### config.mk
export PLATFORM = sky130hd
export DESIGN_NAME = i2c_master_byte_engine_flat
export DESIGN_NICKNAME = d
export VERILOG_FILES = /design/src/rtl/i2cm_pkg.sv /design/src/rtl/i2cm_if.sv /design/src/rtl/i2cm_cfg.sv /design/src/rtl/i2cm_seq.sv /design/src/rtl/i2c_master_byte_engine.sv /design/src/flat_wrapper.sv
export SDC_FILE = /design/constraint.sdc
export NUM_CORES = 1
export LEC_CHECK = 0
export ABC_AREA = 1
export BUFFER_PORTS_ARGS = -buffer_cell sky130_fd_sc_hd__buf_2
export CAP_MARGIN = 20
export CORE_MARGIN = 2
export CORE_UTILIZATION = 56
export CTS_CLUSTER_SIZE = 12
export DETAILED_ROUTE_END_ITERATION = 10
export GPL_ROUTABILITY_DRIVEN = 0
export PLACE_DENSITY_LB_ADDON = 0.12
export SETUP_SLACK_MARGIN = 0.05
export SLEW_MARGIN = 20
export SYNTH_ARGS = -nofsm -noshare
export SYNTH_HDL_FRONTEND = slang
export SYNTH_HIERARCHICAL = 1
export SYNTH_SLANG_ARGS = --single-unit
### constraint.sdc
create_clock -name clk_i -period 8.35 [get_ports clk_i]
set_input_delay 1.67 -clock clk_i [delete_from_list [all_inputs] [get_ports clk_i]]
set_output_delay 1.67 -clock clk_i [all_outputs]
set_load 0.02 [all_outputs]
### src/rtl/i2cm_pkg.sv
// Shared types and constants for the I2C master byte engine.
// Used by the channel interfaces and every RTL module; depends on nothing.
`default_nettype none

package i2cm_pkg;

  localparam int unsigned KIND_W     = 2;
  localparam int unsigned BYTE_W     = 8;
  localparam int unsigned TICK_W     = 16;
  localparam int unsigned BITCNT_W   = 4;
  localparam int unsigned CFG_IDX_W  = 2;
  localparam int unsigned CFG_DATA_W = 16;
  localparam int unsigned STEP_W     = 23;

  localparam logic [TICK_W-1:0]   HALF_PERIOD_RST = 16'd72;
  localparam logic [TICK_W-1:0]   ACK_TIMEOUT_RST = 16'd250;
  localparam logic [BITCNT_W-1:0] BITS_PER_BYTE   = 4'd8;

  // Configuration register indexes.
  localparam logic [CFG_IDX_W-1:0] CFG_HALF_PERIOD = 2'd0;
  localparam logic [CFG_IDX_W-1:0] CFG_ACK_TIMEOUT = 2'd1;

  typedef enum logic [KIND_W-1:0] {
    KIND_START = 2'd0,
    KIND_STOP  = 2'd1,
    KIND_WRITE = 2'd2,
    KIND_READ  = 2'd3
  } kind_e;

  // Bus sequencer steps, one-hot.
  typedef enum logic [STEP_W-1:0] {
    ST_IDLE  = 23'h000001,
    ST_S_A   = 23'h000002,
    ST_S_B   = 23'h000004,
    ST_S_C   = 23'h000008,
    ST_P_A   = 23'h000010,
    ST_P_B   = 23'h000020,
    ST_P_C   = 23'h000040,
    ST_W_BIT = 23'h000080,
    ST_W_HI  = 23'h000100,
    ST_W_LO  = 23'h000200,
    ST_A_REL = 23'h000400,
    ST_A_HI  = 23'h000800,
    ST_A_LO  = 23'h001000,
    ST_N_LO  = 23'h002000,
    ST_N_SDA = 23'h004000,
    ST_N_HI  = 23'h008000,
    ST_N_REL = 23'h010000,
    ST_R_HI  = 23'h020000,
    ST_R_LO  = 23'h040000,
    ST_K_SDA = 23'h080000,
    ST_K_HI  = 23'h100000,
    ST_K_LO  = 23'h200000,
    ST_K_REL = 23'h400000
  } step_e;

  typedef struct packed {
    logic              cmd_valid;
    logic [KIND_W-1:0] kind;
    logic [BYTE_W-1:0] wr_data;
    logic              send_ack;
    logic              sda_in;
  } cmd_t;

  typedef struct packed {
    logic              scl_out;
    logic              sda_out;
    logic              busy_res;
    logic              done_res;
    logic [BYTE_W-1:0] rd_data;
    logic              nack;
  } res_t;

  typedef struct packed {
    logic [TICK_W-1:0] half_period;
    logic [TICK_W-1:0] ack_timeout;
  } cfg_t;

endpackage

`default_nettype wire

### src/rtl/i2cm_if.sv
// Channel interfaces of the I2C master byte engine: tick input, result and
// configuration write. Depends on i2cm_pkg for field widths.
`default_nettype none

interface i2cm_in_if;
  logic                          valid;
  logic                          ready;
  logic                          cmd_valid;
  logic [i2cm_pkg::KIND_W-1:0]   kind;
  logic [i2cm_pkg::BYTE_W-1:0]   wr_data;
  logic                          send_ack;
  logic                          sda_in;

  modport source (output valid, cmd_valid, kind, wr_data, send_ack, sda_in, input ready);
  modport sink   (input valid, cmd_valid, kind, wr_data, send_ack, sda_in, output ready);
endinterface

interface i2cm_out_if;
  logic                          valid;
  logic                          ready;
  logic                          scl_out;
  logic                          sda_out;
  logic                          busy_res;
  logic                          done_res;
  logic [i2cm_pkg::BYTE_W-1:0]   rd_data;
  logic                          nack;

  modport source (output valid, scl_out, sda_out, busy_res, done_res, rd_data, nack,
                  input ready);
  modport sink   (input valid, scl_out, sda_out, busy_res, done_res, rd_data, nack,
                  output ready);
endinterface

interface i2cm_cfg_if;
  logic                              valid;
  logic                              ready;
  logic [i2cm_pkg::CFG_IDX_W-1:0]    index;
  logic [i2cm_pkg::CFG_DATA_W-1:0]   data;

  modport source (output valid, index, data, input ready);
  modport sink   (input valid, index, data, output ready);
endinterface

`default_nettype wire

### src/rtl/i2cm_cfg.sv
// Configuration registers: half-period tick count and acknowledge timeout.
// Depends on i2cm_pkg and the i2cm_cfg_if interface.
`default_nettype none

module i2cm_cfg (
  input  wire logic       clk_i,
  input  wire logic       rst_ni,
  i2cm_cfg_if.sink        cfg_i,
  output i2cm_pkg::cfg_t  cfg_o
);

  i2cm_pkg::cfg_t cfg_q, cfg_d;

  assign cfg_i.ready = 1'b1;

  always_comb begin
    cfg_d = cfg_q;
    if (cfg_i.valid) begin
      if (cfg_i.index == i2cm_pkg::CFG_HALF_PERIOD) begin
        cfg_d.half_period = cfg_i.data;
      end else if (cfg_i.index == i2cm_pkg::CFG_ACK_TIMEOUT) begin
        cfg_d.ack_timeout = cfg_i.data;
      end
    end
  end

  always_ff @(posedge clk_i or negedge rst_ni) begin
    if (!rst_ni) begin
      cfg_q.half_period <= i2cm_pkg::HALF_PERIOD_RST;
      cfg_q.ack_timeout <= i2cm_pkg::ACK_TIMEOUT_RST;
    end else begin
      cfg_q <= cfg_d;
    end
  end

  assign cfg_o = cfg_q;

endmodule

`default_nettype wire

### src/rtl/i2cm_seq.sv
// Bus sequencer: pin levels, bit shifting, wait and acknowledge counters.
// Advances one tick per enable. Depends on i2cm_pkg.
`default_nettype none

module i2cm_seq (
  input  wire logic       clk_i,
  input  wire logic       rst_ni,
  input  wire logic       tick_i,
  input  i2cm_pkg::cmd_t  cmd_i,
  input  i2cm_pkg::cfg_t  cfg_i,
  output i2cm_pkg::res_t  res_o
);

  i2cm_pkg::step_e                   step_q, step_d, enter_st;
  logic                              enter_en;
  logic                              done;
  logic [i2cm_pkg::BITCNT_W-1:0]     bit_q, bit_d;
  logic [i2cm_pkg::BYTE_W-1:0]       shift_q, shift_d;
  logic [i2cm_pkg::TICK_W-1:0]       delay_q, delay_d;
  logic [i2cm_pkg::TICK_W-1:0]       wait_q, wait_d;
  logic                              ack_choice_q, ack_choice_d;
  logic                              scl_q, scl_d;
  logic                              sda_q, sda_d;
  logic                              nack_q, nack_d;
  logic [i2cm_pkg::BYTE_W-1:0]       rd_q, rd_d;

  always_comb begin
    step_d       = step_q;
    bit_d        = bit_q;
    shift_d      = shift_q;
    delay_d      = delay_q;
    wait_d       = wait_q;
    ack_choice_d = ack_choice_q;
    scl_d        = scl_q;
    sda_d        = sda_q;
    nack_d       = nack_q;
    rd_d         = rd_q;
    done         = 1'b0;
    enter_en     = 1'b0;
    enter_st     = i2cm_pkg::ST_IDLE;

    if (tick_i) begin
      if (step_q == i2cm_pkg::ST_IDLE) begin
        if (cmd_i.cmd_valid) begin
          enter_en = 1'b1;
          unique case (i2cm_pkg::kind_e'(cmd_i.kind))
            i2cm_pkg::KIND_START: enter_st = i2cm_pkg::ST_S_A;
            i2cm_pkg::KIND_STOP:  enter_st = i2cm_pkg::ST_P_A;
            i2cm_pkg::KIND_WRITE: begin
              shift_d  = cmd_i.wr_data;
              bit_d    = '0;
              nack_d   = 1'b0;
              wait_d   = '0;
              enter_st = i2cm_pkg::ST_W_BIT;
            end
            i2cm_pkg::KIND_READ: begin
              shift_d      = '0;
              bit_d        = '0;
              ack_choice_d = cmd_i.send_ack;
              enter_st     = i2cm_pkg::ST_R_HI;
            end
            default: enter_en = 1'b0;
          endcase
        end
      end else if (delay_q != '0) begin
        delay_d = delay_q - 1'b1;
      end else begin
        enter_en = 1'b1;
        unique case (step_q)
          i2cm_pkg::ST_S_A:   enter_st = i2cm_pkg::ST_S_B;
          i2cm_pkg::ST_S_B:   enter_st = i2cm_pkg::ST_S_C;
          i2cm_pkg::ST_P_A:   enter_st = i2cm_pkg::ST_P_B;
          i2cm_pkg::ST_P_B:   enter_st = i2cm_pkg::ST_P_C;
          i2cm_pkg::ST_W_BIT: enter_st = i2cm_pkg::ST_W_HI;
          i2cm_pkg::ST_W_HI:  enter_st = i2cm_pkg::ST_W_LO;
          i2cm_pkg::ST_W_LO: begin
            enter_st = (bit_q >= i2cm_pkg::BITS_PER_BYTE) ? i2cm_pkg::ST_A_REL
                                                          : i2cm_pkg::ST_W_BIT;
          end
          i2cm_pkg::ST_A_REL: enter_st = i2cm_pkg::ST_A_HI;
          i2cm_pkg::ST_A_HI: begin
            // Poll SDA with SCL high; a missing acknowledge ends in a stop.
            if (!cmd_i.sda_in) begin
              enter_st = i2cm_pkg::ST_A_LO;
            end else if (wait_q >= cfg_i.ack_timeout) begin
              nack_d   = 1'b1;
              enter_st = i2cm_pkg::ST_N_LO;
            end else begin
              enter_en = 1'b0;
              wait_d   = wait_q + 1'b1;
            end
          end
          i2cm_pkg::ST_N_LO:  enter_st = i2cm_pkg::ST_N_SDA;
          i2cm_pkg::ST_N_SDA: enter_st = i2cm_pkg::ST_N_HI;
          i2cm_pkg::ST_N_HI:  enter_st = i2cm_pkg::ST_N_REL;
          i2cm_pkg::ST_R_HI: begin
            shift_d  = {shift_q[i2cm_pkg::BYTE_W-2:0], cmd_i.sda_in};
            bit_d    = bit_q + 1'b1;
            enter_st = i2cm_pkg::ST_R_LO;
          end
          i2cm_pkg::ST_R_LO: begin
            if (bit_q >= i2cm_pkg::BITS_PER_BYTE) begin
              rd_d     = shift_q;
              enter_st = i2cm_pkg::ST_K_SDA;
            end else begin
              enter_st = i2cm_pkg::ST_R_HI;
            end
          end
          i2cm_pkg::ST_K_SDA: enter_st = i2cm_pkg::ST_K_HI;
          i2cm_pkg::ST_K_HI:  enter_st = i2cm_pkg::ST_K_LO;
          i2cm_pkg::ST_K_LO: begin
            if (ack_choice_q) begin
              enter_st = i2cm_pkg::ST_K_REL;
            end else begin
              enter_en = 1'b0;
              step_d   = i2cm_pkg::ST_IDLE;
              done     = 1'b1;
            end
          end
          i2cm_pkg::ST_S_C, i2cm_pkg::ST_P_C, i2cm_pkg::ST_A_LO,
          i2cm_pkg::ST_N_REL, i2cm_pkg::ST_K_REL: begin
            enter_en = 1'b0;
            step_d   = i2cm_pkg::ST_IDLE;
            done     = 1'b1;
          end
          default: begin
            enter_en = 1'b0;
            step_d   = i2cm_pkg::ST_IDLE;
          end
        endcase
      end
    end

    // Entering a step performs its pin action and reloads the wait.
    if (enter_en) begin
      step_d  = enter_st;
      delay_d = (cfg_i.half_period == '0) ? '0 : cfg_i.half_period - 1'b1;
      unique case (enter_st)
        i2cm_pkg::ST_S_A: begin
          sda_d = 1'b1;
          scl_d = 1'b1;
        end
        i2cm_pkg::ST_S_B:   sda_d = 1'b0;
        i2cm_pkg::ST_S_C:   scl_d = 1'b0;
        i2cm_pkg::ST_P_A:   sda_d = 1'b0;
        i2cm_pkg::ST_P_B:   scl_d = 1'b1;
        i2cm_pkg::ST_P_C:   sda_d = 1'b1;
        i2cm_pkg::ST_W_BIT: sda_d = shift_d[i2cm_pkg::BYTE_W-1];
        i2cm_pkg::ST_W_HI:  scl_d = 1'b1;
        i2cm_pkg::ST_W_LO: begin
          scl_d   = 1'b0;
          shift_d = {shift_d[i2cm_pkg::BYTE_W-2:0], 1'b0};
          bit_d   = bit_d + 1'b1;
        end
        i2cm_pkg::ST_A_REL: sda_d = 1'b1;
        i2cm_pkg::ST_A_HI: begin
          scl_d  = 1'b1;
          wait_d = '0;
        end
        i2cm_pkg::ST_A_LO:  scl_d = 1'b0;
        i2cm_pkg::ST_N_LO:  scl_d = 1'b0;
        i2cm_pkg::ST_N_SDA: sda_d = 1'b0;
        i2cm_pkg::ST_N_HI:  scl_d = 1'b1;
        i2cm_pkg::ST_N_REL: sda_d = 1'b1;
        i2cm_pkg::ST_R_HI: begin
          sda_d = 1'b1;
          scl_d = 1'b1;
        end
        i2cm_pkg::ST_R_LO:  scl_d = 1'b0;
        i2cm_pkg::ST_K_SDA: sda_d = ~ack_choice_d;
        i2cm_pkg::ST_K_HI:  scl_d = 1'b1;
        i2cm_pkg::ST_K_LO:  scl_d = 1'b0;
        i2cm_pkg::ST_K_REL: sda_d = 1'b1;
        default: ;
      endcase
    end
  end

  always_ff @(posedge clk_i or negedge rst_ni) begin
    if (!rst_ni) begin
      step_q       <= i2cm_pkg::ST_IDLE;
      bit_q        <= '0;
      shift_q      <= '0;
      delay_q      <= '0;
      wait_q       <= '0;
      ack_choice_q <= 1'b0;
      scl_q        <= 1'b1;
      sda_q        <= 1'b1;
      nack_q       <= 1'b0;
      rd_q         <= '0;
    end else begin
      step_q       <= step_d;
      bit_q        <= bit_d;
      shift_q      <= shift_d;
      delay_q      <= delay_d;
      wait_q       <= wait_d;
      ack_choice_q <= ack_choice_d;
      scl_q        <= scl_d;
      sda_q        <= sda_d;
      nack_q       <= nack_d;
      rd_q         <= rd_d;
    end
  end

  // The result reports the state after this tick's update.
  always_comb begin
    res_o.scl_out  = scl_d;
    res_o.sda_out  = sda_d;
    res_o.busy_res = (step_d != i2cm_pkg::ST_IDLE);
    res_o.done_res = done;
    res_o.rd_data  = rd_d;
    res_o.nack     = nack_d;
  end

endmodule

`default_nettype wire

### src/rtl/i2c_master_byte_engine.sv
// I2C master byte engine: one tick beat in, one result beat out.
// A tick beat is registered at the input, then its result in the result register.
// Throughput: one tick per clock cycle while the result receiver keeps ready high.
// Reset: asynchronous and active low; bus released, sequencer idle, half period 72,
// acknowledge timeout 250. Depends on i2cm_pkg, the interfaces, i2cm_cfg and i2cm_seq.
`default_nettype none

module i2c_master_byte_engine (
  input  wire logic   clk_i,
  input  wire logic   rst_ni,
  i2cm_in_if.sink     in_i,
  i2cm_out_if.source  res_o,
  i2cm_cfg_if.sink    cfg_i
);

  logic            in_valid_q;
  i2cm_pkg::cmd_t  in_pl_q;
  logic            out_valid_q;
  i2cm_pkg::res_t  out_pl_q;
  i2cm_pkg::cfg_t  cfg;
  i2cm_pkg::res_t  seq_res;
  logic            advance;
  logic            tick;

  assign advance    = !out_valid_q || res_o.ready;
  assign tick       = in_valid_q && advance;
  assign in_i.ready = !in_valid_q || advance;

  i2cm_cfg u_cfg (
    .clk_i  (clk_i),
    .rst_ni (rst_ni),
    .cfg_i  (cfg_i),
    .cfg_o  (cfg)
  );

  i2cm_seq u_seq (
    .clk_i  (clk_i),
    .rst_ni (rst_ni),
    .tick_i (tick),
    .cmd_i  (in_pl_q),
    .cfg_i  (cfg),
    .res_o  (seq_res)
  );

  always_ff @(posedge clk_i or negedge rst_ni) begin
    if (!rst_ni) begin
      in_valid_q  <= 1'b0;
      out_valid_q <= 1'b0;
    end else begin
      if (in_i.ready) begin
        in_valid_q <= in_i.valid;
      end
      if (advance) begin
        out_valid_q <= in_valid_q;
      end
    end
  end

  always_ff @(posedge clk_i) begin
    if (in_i.ready && in_i.valid) begin
      in_pl_q.cmd_valid <= in_i.cmd_valid;
      in_pl_q.kind      <= in_i.kind;
      in_pl_q.wr_data   <= in_i.wr_data;
      in_pl_q.send_ack  <= in_i.send_ack;
      in_pl_q.sda_in    <= in_i.sda_in;
    end
    if (tick) begin
      out_pl_q <= seq_res;
    end
  end

  assign res_o.valid    = out_valid_q;
  assign res_o.scl_out  = out_pl_q.scl_out;
  assign res_o.sda_out  = out_pl_q.sda_out;
  assign res_o.busy_res = out_pl_q.busy_res;
  assign res_o.done_res = out_pl_q.done_res;
  assign res_o.rd_data  = out_pl_q.rd_data;
  assign res_o.nack     = out_pl_q.nack;

`ifndef ASSERT_OFF
  // A finishing command leaves the sequencer idle in the same beat.
  a_done_idle: assert property (@(posedge clk_i) disable iff (!rst_ni)
    (res_o.valid && res_o.done_res) |-> !res_o.busy_res)
    else $error("done pulse while still busy");

  // Every processed tick produces a result beat in the next cycle.
  a_tick_result: assert property (@(posedge clk_i) disable iff (!rst_ni)
    tick |=> out_valid_q)
    else $error("processed tick lost its result");

  // With the result register empty the input side is never stalled.
  a_no_stall: assert property (@(posedge clk_i) disable iff (!rst_ni)
    !out_valid_q |-> in_i.ready)
    else $error("input stalled with empty result register");
`endif

endmodule

`default_nettype wire

### src/flat_wrapper.sv
// flat-port wrapper written by rule: the top's interface ports become plain ports
module i2c_master_byte_engine_flat 
  (clk_i, rst_ni, in_i_valid, in_i_cmd_valid, in_i_kind, in_i_wr_data, in_i_send_ack, in_i_sda_in, in_i_ready, res_o_valid, res_o_scl_out, res_o_sda_out, res_o_busy_res, res_o_done_res, res_o_rd_data, res_o_nack, res_o_ready, cfg_i_valid, cfg_i_index, cfg_i_data, cfg_i_ready);
  i2cm_in_if in_i_i ();
  i2cm_out_if res_o_i ();
  i2cm_cfg_if cfg_i_i ();
  input  wire logic clk_i;
  input  wire logic rst_ni;
  input wire logic [$bits(in_i_i.valid)-1:0] in_i_valid;
  input wire logic [$bits(in_i_i.cmd_valid)-1:0] in_i_cmd_valid;
  input wire logic [$bits(in_i_i.kind)-1:0] in_i_kind;
  input wire logic [$bits(in_i_i.wr_data)-1:0] in_i_wr_data;
  input wire logic [$bits(in_i_i.send_ack)-1:0] in_i_send_ack;
  input wire logic [$bits(in_i_i.sda_in)-1:0] in_i_sda_in;
  output wire logic [$bits(in_i_i.ready)-1:0] in_i_ready;
  output wire logic [$bits(res_o_i.valid)-1:0] res_o_valid;
  output wire logic [$bits(res_o_i.scl_out)-1:0] res_o_scl_out;
  output wire logic [$bits(res_o_i.sda_out)-1:0] res_o_sda_out;
  output wire logic [$bits(res_o_i.busy_res)-1:0] res_o_busy_res;
  output wire logic [$bits(res_o_i.done_res)-1:0] res_o_done_res;
  output wire logic [$bits(res_o_i.rd_data)-1:0] res_o_rd_data;
  output wire logic [$bits(res_o_i.nack)-1:0] res_o_nack;
  input wire logic [$bits(res_o_i.ready)-1:0] res_o_ready;
  input wire logic [$bits(cfg_i_i.valid)-1:0] cfg_i_valid;
  input wire logic [$bits(cfg_i_i.index)-1:0] cfg_i_index;
  input wire logic [$bits(cfg_i_i.data)-1:0] cfg_i_data;
  output wire logic [$bits(cfg_i_i.ready)-1:0] cfg_i_ready;
  assign in_i_i.valid = in_i_valid;
  assign in_i_i.cmd_valid = in_i_cmd_valid;
  assign in_i_i.kind = in_i_kind;
  assign in_i_i.wr_data = in_i_wr_data;
  assign in_i_i.send_ack = in_i_send_ack;
  assign in_i_i.sda_in = in_i_sda_in;
  assign in_i_ready = in_i_i.ready;
  assign res_o_valid = res_o_i.valid;
  assign res_o_scl_out = res_o_i.scl_out;
  assign res_o_sda_out = res_o_i.sda_out;
  assign res_o_busy_res = res_o_i.busy_res;
  assign res_o_done_res = res_o_i.done_res;
  assign res_o_rd_data = res_o_i.rd_data;
  assign res_o_nack = res_o_i.nack;
  assign res_o_i.ready = res_o_ready;
  assign cfg_i_i.valid = cfg_i_valid;
  assign cfg_i_i.index = cfg_i_index;
  assign cfg_i_i.data = cfg_i_data;
  assign cfg_i_ready = cfg_i_i.ready;
  i2c_master_byte_engine u_core (.clk_i(clk_i), .rst_ni(rst_ni), .in_i(in_i_i), .res_o(res_o_i), .cfg_i(cfg_i_i));
endmodule
---- Word-level counts from Yosys, hierarchy flattened ----
Cells that the tools add are included.
word-level totals
  register bits after elaboration ......... 139
  input bits .............................. 36
  word-level logic and storage cells ...... 188
  output and inout port bits .............. 16
cells by class
  multiplexer cells ....................... 79
  reduce and logical (&&, ||, !) cells .... 24
  equality and inequality tests ........... 51
  add/sub/neg operators ................... 5
  order comparisons ....................... 2
  bitwise logic cells ..................... 2
operator list
  kind                                                                number
  23-bit case mux with 17 select lines                                1
  16-bit 2-to-1 mux                                                   15
  23-bit 2-to-1 mux                                                   10
  8-bit 2-to-1 mux                                                    12
  23-bit case mux with 4 select lines                                 1
  23-bit by 10-bit == test with 1-bit output (second input constant)  2
  23-bit by 11-bit == test with 1-bit output (second input constant)  2
  23-bit by 12-bit == test with 1-bit output (second input constant)  2
  23-bit by 13-bit == test with 1-bit output (second input constant)  2
  23-bit by 14-bit == test with 1-bit output (second input constant)  2
  23-bit by 15-bit == test with 1-bit output (second input constant)  2
  23-bit by 16-bit == test with 1-bit output (second input constant)  2
  23-bit by 17-bit == test with 1-bit output (second input constant)  2
  23-bit by 18-bit == test with 1-bit output (second input constant)  2
  23-bit by 19-bit == test with 1-bit output (second input constant)  2
  23-bit by 2-bit == test with 1-bit output (second input constant)   2
  23-bit by 20-bit == test with 1-bit output (second input constant)  2
  23-bit by 21-bit == test with 1-bit output (second input constant)  2
  23-bit by 22-bit == test with 1-bit output (second input constant)  2
  23-bit == test (second input constant)                              2
  23-bit by 3-bit == test with 1-bit output (second input constant)   2
  23-bit by 4-bit == test with 1-bit output (second input constant)   2
  23-bit by 5-bit == test with 1-bit output (second input constant)   2
  23-bit by 6-bit == test with 1-bit output (second input constant)   2
  other kinds (40)                                                    86

---- Longest topological paths before layout ----
Gate-level depths: netlist (run 1).
  depth after elaboration ................. 11
  mapped depth ............................ 20
  gate-level depth less buffers ........... 19

---- By module ----
The synthesis (run 1) kept the hierarchy.
modules (own cells, without submodules)
  module                  seq. area each (um^2)  cells each  instances  area each (um^2)
  i2cm_seq                1,980.6                973         1          6,547.5
  i2cm_cfg                810.8                  144         1          1,370.1
  i2c_master_byte_engine  830.8                  38          1          875.8

---- Worst setup path after synthesis (run 1) ----
No wires, ideal clock.
  path kind ............................... input-to-reg
  start point ............................. input port res_o_ready
  end point ............................... register u_core.out_pl_q, in the netlist u_core/res_o.rd_data[5] (data pin)
  library setup time ...................... 0.272 ns
  slack ................................... 4.157 ns
  arrival time ............................ 3.921 ns
  path buffers ............................ 1
  stages .................................. 10
  required time ........................... 8.078 ns
  cell sequence ........................... inv_1 a21oi_1 inv_1 nor2_4 inv_2 nor2_2 nand3_1 clkbuf_1 nand2_1 o21ai_0
RTL lines
  element                 line                          source
  start: declaration      flat_wrapper.sv:23            input wire logic [$bits(res_o_i.ready)-1:0] res_o_ready;
  end signal: assignment  i2c_master_byte_engine.sv:68  out_pl_q <= seq_res;
  end: declaration        i2c_master_byte_engine.sv:19  i2cm_pkg::res_t out_pl_q;

---- Final worst setup path (run 1) ----
  start point ............................. input port res_o_ready
  end point ............................... register u_core/u_seq/delay_q[9] in the netlist's numbering
between the ends
  longest elaborated chain between the ends .. 5
  elaborated cells between the ends (all ways) .. 8
  classes of those cells .................. eq/ne: 1; mux: 2; reduce/logical: 5
RTL lines
  element                                                                      line                          source
  1-bit logical OR (*)                                                         i2c_master_byte_engine.sv:25  assign advance = !out_valid_q || res_o.ready;
  1-bit logical AND (*)                                                        i2c_master_byte_engine.sv:26  assign tick = in_valid_q && advance;
  via u_core.tick                                                              i2c_master_byte_engine.sv:23  logic tick;
  1-bit 2-to-1 mux                                                             i2cm_seq.sv:42                if (tick_i) begin
  2-bit != test (no source line) / 2-bit nonzero test (equally long branches)  --
  3-bit AND reduction (no source line)                                         --
  end signal: assignment                                                       i2cm_seq.sv:195               delay_q <= delay_d;
  end: declaration                                                             i2cm_seq.sv:19                logic [i2cm_pkg::TICK_W-1:0] delay_q, delay_d;
The timed path passes the listed nets; every way through them passes the cells marked *.
A chain may end at the register's enable or synchronous reset.

==> metrics.md, run 1 <==
| Metric | Value |
|---|---|
| Post-route setup TNS | `0 ns` |
| RSZ-0062 raised after global routing | `no` |
| Residual DRC | `0` |
| Final setup viols | `0` |
| Post-DR vias/cell | `5.67` |
| Fmax | `236 MHz` |
| Asr flop ratio synth | `81.3%` |
| Routed met2 length | `10.0 mm` |
| Initial antenna violation count | `0` |
| Total track usage | `27.4%` |
| GRT overflow | `0` |
| CP max FO | `72` |
| HP Start | `u_core/u_cfg/cfg_o[11]` |
| H-Tree Depth | `4` |
| Final worst-path cycle share | `50.7%` |
| PortBufs | `50` |
| Mapped Nets | `1213` |
| Worst Reg-to-Reg Cells | `12` |
| Initial cell density of the core | `57.6%` |
| Flop2flop setup slack | `4.78 ns` |
| Uppermost layer routed | `met4` |
| Hold Path Class | `flip-flop to flip-flop` |
| Largest net degree at the start of global routing | `73` |
| # placed instances | `1376` |
| Number of global-route vias before repair | `7385` |
| TritonCTS buffer count | `17` |
| Mapped Cells | `1155` |
| Yosys Warn Count | `6` |
| Fin util | `63.5%` |
| Final Net Count | `1242` |
| Yosys reg bits | `139` |
| Clock Root Buffer | `clkbuf_16` |
| Total core area | `0.0153 mm²` |
| Non-filler cells, final | `1408` |
| Postcts setup bufs | `0` |
| Commonest non-fill, non-tap cell in the layout | `nand2_1` |
| Post-layout instance area | `0.00968 mm²` |
| Synth Cell Area | `0.00879 mm²` |
| Post-synth EDFFs | `26` |
| I/O pins | `52` |
| Clk buf depth | `2` |
| Clock Skews | `0.0106 ns` |
| Final slew viol count | `0` |
| Setup crit start | `res_o_ready` |
| Crit path launch type | `primary input` |
| PwrDens | `286 mW/mm²` |
| Commonest cells after routing, fill and taps aside | `nand2_1 (274), inv_1 (121), nor2_1 (109), dfrtp_1 (102), nand3_1 (97)` |
| Layout cells sized above 1 | `14.0%` |
| Antenna Nets Post-Route | `0` |
| Cts hold-fix bufs | `0` |
| Leakage | `4.55 nW` |
| Worst-Skew Late Latency | `0.42 ns` |
| Die Height | `129 µm` |
| Worst slew margin | `43.1%` |
| Die Area | `0.0167 mm²` |
| Cells resized by post-CTS repair | `0` |
| Met3 routed WL | `1.38 mm` |
| Worst Path Arrival | `4.54 ns` |
| Dominant synthesized flop cell | `dfrtp_1` |
| CTS sink cnt | `139` |
| R2R Path Start | `u_core/u_seq/step_q[16]` |
| Min Tclk post-route | `4.24 ns` |
| Crit end category | `flip-flop` |
| Max_cap viols | `0` |
| Ant. Diodes | `0` |
| DRT Pass-1 Iters | `5` |
| Clock-pin transition on the worst setup and hold timing paths | `0.06 ns` |
| Peak supply drop | `0.183 mV` |
| Mean Syn Cell Area | `7.61 µm²` |
| Crit Reg-Reg Endpoint | `u_core/u_seq/delay_q[9]` |
| Critical path class | `primary input to flip-flop` |
| Required time worst endpoint | `8.66 ns` |
| Register area share after synthesis | `41.2%` |
| Post-Route WL | `21.6 mm` |
| Pwr Total | `2.77 mW` |
| Placed cell area | `0.00909 mm²` |
| Iter 0 DRT Violations | `885` |
| Measured slew at the worst slew-check pin | `0.850 ns` |
| Final hold vios | `0` |
| TritonCTS clock tree | `built` |
| DR WL/cell | `15.3 µm` |
| Area growth from synthesis to layout | `10.1%` |
| Hold depth | `2` |
| Die W | `129 µm` |
| DP Wirelength | `15.4 mm` |
| Routed vias | `7984` |
| First-pass GRT wire length | `36.3 mm` |
| Status | `finished, final reports clean` |
| Hold endpoint | `u_core/u_cfg/cfg_o[11]` |
| Row count | `45` |
| Netlist cell types | `58` |
| Met1 WL | `10.0 mm` |
==> metal layers <==
metal | vias up | GRT usage, %
li1 | 3924 | -
met1 | 3764 | 40.0
met2 | 278 | 42.9
met3 | 18 | 5.12
met4 | 0 | 6.01
met5 | - | 0
==> power breakdown <==
part,switching (mW),internal [mW]
clock,0.307,0.456
combinational,0.725,0.341
sequential,0.118,0.825
==> critical path, stage by stage <==
cell	delay, ns
buf_2	0.07
inv_1	0.07
a21oi_4	0.12
buf_4	0.59
inv_1	0.19
nor2_4	0.23
inv_2	0.10
nor2_1	0.40
inv_2	0.15
nand2_1	0.57
o21ai_1	0.15
a21oi_1	0.15
nor2_1	0.05
==> cell usage after synthesis (2+ instances only) <==
master	count	area share (%)
o21a_1	3	0.26
a211oi_1	2	0.17
nor3_1	22	1.3
xor2_1	13	1.3
nor2_4	5	0.64
buf_4	10	0.85
nor2_8	3	0.68
dfstp_2	11	3.3
nor3_2	2	0.23
buf_2	12	0.68
buf_6	6	0.77
nand4_1	44	3.1
o211ai_1	18	1.5
a31oi_1	8	0.57
o22a_1	2	0.20
o31ai_1	5	0.43
or2_2	5	0.36
o21ai_1	6	0.34
nand3_1	97	5.5
dfrtp_1	102	29
nand3_2	5	0.57
nor4_1	8	0.57
nand2_4	3	0.38
ha_1	22	3.1
o41ai_1	2	0.20
clkbuf_1	15	0.64
nand2_2	12	0.85
edfxtp_1	26	8.9
a22oi_1	7	0.60
o21ai_2	2	0.20
nand2_1	274	12
inv_2	8	0.34
nor2_1	109	4.7
a21oi_1	39	2.2
xnor2_1	6	0.60
nor2_2	19	1.4
o21ai_0	81	4.6
inv_1	121	5.2
==> final cells by class <==
cell class                 instances  area [µm²]
tap                              211         264
multi-input combinational        840        4420
fill                            1360        5570
sequential                       139        3620
clock buffer                      19         443
timing repair buffer              55         290
inverter                         131         494
clock inverter                    13         155
==> state kept, by name, summed over array words and instances (netlist names) <==
register                   count
u_core/in_pl_q                13
u_core/u_seq/shift_q           8
u_core/u_seq/scl_q             1
u_core/res_o.valid             1
u_core/u_seq/delay_q          16
u_core/res_o.busy_res          1
u_core/u_cfg/cfg_o            32
u_core/u_seq/nack_q            1
u_core/res_o.sda_out           1
u_core/res_o.rd_data           8
u_core/u_seq/ack_choice_q      1
u_core/in_valid_q              1
u_core/u_seq/bit_q             4
u_core/res_o.nack              1
u_core/u_seq/rd_q              8
u_core/res_o.done_res          1
u_core/u_seq/sda_q             1
u_core/res_o.scl_out           1
u_core/u_seq/wait_q           16
u_core/u_seq/step_q           23
==> through the flow <==
stage | setup WS (ns) | hold slack [ns]
5_1_grt | 3.75 | 0.485
3_5_place_dp | 3.68 | 0.458
3_3_place_gp | 3.76 | 0.451
6_report | 4.11 | 0.470
4_1_cts | 4.12 | 0.471
2_1_floorplan | 4.16 | 0.442
==> how the worst max path moves through the flow <==
stage,to,slack [ns],depth (start not counted)
final,u_core/u_seq/delay_q[9],4.11,13
after CTS,u_core/u_seq/delay_q[9],4.12,13
after global placement,u_core/u_seq/delay_q[9],3.76,13
after detailed placement,u_core/u_seq/delay_q[7],3.68,12
after floorplan,u_core/res_o.rd_data[5],4.16,10
after global routing,u_core/u_seq/delay_q[9],3.75,13
==> cells by family (layout without fill, tap and decap cells) <==
family	count (synthesis)	count (layout)	share of synthesized area, %
simple gates	615	615	32.6
compound gates	181	181	12.1
buf+inv	176	218	8.78
flops	139	139	41.2
fa+ha+maj	22	22	3.13
xor+xnor	19	19	1.89
mux	2	2	0.285
other cells	1	1	0.0426
Note: power is estimated with default switching activity, not from simulation.
==> inputs of run 2 (changes only) <==
clock period = 4.2 ns   (was 8.35 ns; I/O delays follow)
==> metrics.md, run 2 (synthesis results as in run 1) <==
| Metric | Value |
|---|---|
| Worst slew margin | `37.6%` |
| Net Sw Frac | `42.2%` |
| Fin util | `63.4%` |
| Total track usage | `27.5%` |
| Commonest non-fill, non-tap cell in the layout | `nand2_1` |
| Required time worst endpoint | `4.51 ns` |
| Worst Path Arrival | `3.74 ns` |
| PortBufs | `50` |
| DRT Pass-1 Iters | `8` |
| Routed vias | `8049` |
| Fmax | `292 MHz` |
| Share of total power in sequential cells | `34.2%` |
| DP Wirelength | `15.6 mm` |
| I/O pins | `52` |
| Largest register FFs | `32` |
| Hold Path Class | `primary input to asynchronous set/reset pin` |
| Die Area | `0.0167 mm²` |
| Clock Root Buffer | `clkbuf_16` |
| Initial antenna violation count | `0` |
| Final setup viols | `0` |
| Measured slew at the worst slew-check pin | `0.933 ns` |
| First-pass GRT wire length | `36.4 mm` |
| Total core area | `0.0153 mm²` |
| Critical path class | `flip-flop to flip-flop` |
| Cells resized by post-CTS repair | `0` |
| CP max FO | `40` |
| Min Tclk post-route | `3.43 ns` |
| CTS sink cnt | `139` |
| Die W | `129 µm` |
| Number of global-route vias before repair | `7517` |
| GRT overflow | `0` |
| Die Height | `129 µm` |
| TritonCTS clock tree | `built` |
| Crit path launch type | `flip-flop` |
| # placed instances | `1378` |
| Peak supply drop | `0.329 mV` |
| Layout cells sized above 1 | `14.2%` |
| Cts hold-fix bufs | `0` |
| Max_cap viols | `0` |
| Antenna Nets Post-Route | `0` |
| TritonCTS buffer count | `17` |
| Post-route setup TNS | `0 ns` |
| Status | `finished, final reports clean` |
| Comb pwr share | `39.0%` |
| Final Net Count | `1244` |
| Clock Skews | `0.00893 ns` |
| Clk network pwr share | `26.7%` |
| Initial cell density of the core | `57.6%` |
| Largest net degree at the start of global routing | `82` |
| Area growth from synthesis to layout | `10.1%` |
| Final hold vios | `0` |
| Pwr Total | `5.48 mW` |
| Hold WS | `0.456 ns` |
| Final worst-path cycle share | `81.6%` |
| Leakage | `4.55 nW` |
| Clk buf depth | `2` |
| P_int | `3.16 mW` |
| Non-filler cells, final | `1410` |
| Row count | `45` |
| RSZ-0062 raised after global routing | `no` |
| Postcts setup bufs | `0` |
| Worst-Skew Late Latency | `0.43 ns` |
| Crit end category | `flip-flop` |
| Commonest cells after routing, fill and taps aside | `nand2_1 (274), inv_1 (121), nor2_1 (109), dfrtp_1 (102), nand3_1 (97)` |
| Layout fillers | `1393` |
| Worst Reg-to-Reg Cells | `12` |
| DR WL/cell | `15.5 µm` |
| Ant. Diodes | `0` |
| Residual DRC | `0` |
| Clock-pin transition on the worst setup and hold timing paths | `0.06 ns` |
| Post-DR vias/cell | `5.71` |
| Post-Route WL | `21.8 mm` |
| Sw power | `2.31 mW` |
| PwrDens | `566 mW/mm²` |
| Iter 0 DRT Violations | `866` |
| Final slew viol count | `0` |
| H-Tree Depth | `4` |
-- run 2: critical path: stages (launching register included) --
cell and delay, ns:
dfrtp_1 0.42, nor2_2 0.13, nand2_2 0.12, nor2_4 0.36, nand3_2 0.17, nor2_4 0.30
inv_1 0.29, nand2_2 0.17, nand2_4 0.28, nand2_1 0.65, o21ai_1 0.17, a21oi_1 0.15
nor2_1 0.06
-- run 2: worst paths after layout --
path	from	end	slack, ns
setup / recovery	u_core/u_seq/step_q[22]	u_core/u_seq/delay_q[9]	0.77
hold / removal	rst_ni	u_core/u_cfg/cfg_o[15]	0.46
setup reg to reg	u_core/u_seq/step_q[22]	u_core/u_seq/delay_q[9]	0.77
hold reg to reg	u_core/u_cfg/cfg_o[4]	u_core/u_cfg/cfg_o[4]	0.47
max in group asynchronous	rst_ni	u_core/u_seq/step_q[22]	2.98
min in group clk_i	u_core/u_cfg/cfg_o[4]	u_core/u_cfg/cfg_o[4]	0.47
-- run 2: routing by layer --
layer,vias up,global-route usage (%),wire (µm)
li1,3939,-,-
met3,35,6.03,1520
met1,3788,38.5,10000
met4,0,8.76,376
met5,-,0,0
met2,287,42.9,9930
-- run 2: final cells by class --
type	instances	area, µm²	area share (%)
timing repair buffer	57	309	3.19
inverter	131	494	5.11
multi-input combinational	840	4420	45.6
tap	211	264	2.73
sequential	139	3620	37.4
clock buffer	18	439	4.54
clock inverter	14	134	1.38
-- run 2: power groups by stage --
stage               Combinational, mW  Clock [mW]  Sequential, mW
floorplan                        1.68           0            1.85
global placement                 2.05           0            1.89
detailed placement               2.08           0            1.89
CTS                              2.10        1.49            1.87
global route                     2.37        1.55            1.91
finish                           2.14        1.46            1.87
-- run 2: stage by stage --
step                instance area [µm²]  worst slack, ns
floorplan                          8790            0.837
global placement                   9100            0.956
detailed placement                 9100            0.831
CTS                                9670            0.809
global route                       9680            0.473
finish                             9680            0.771
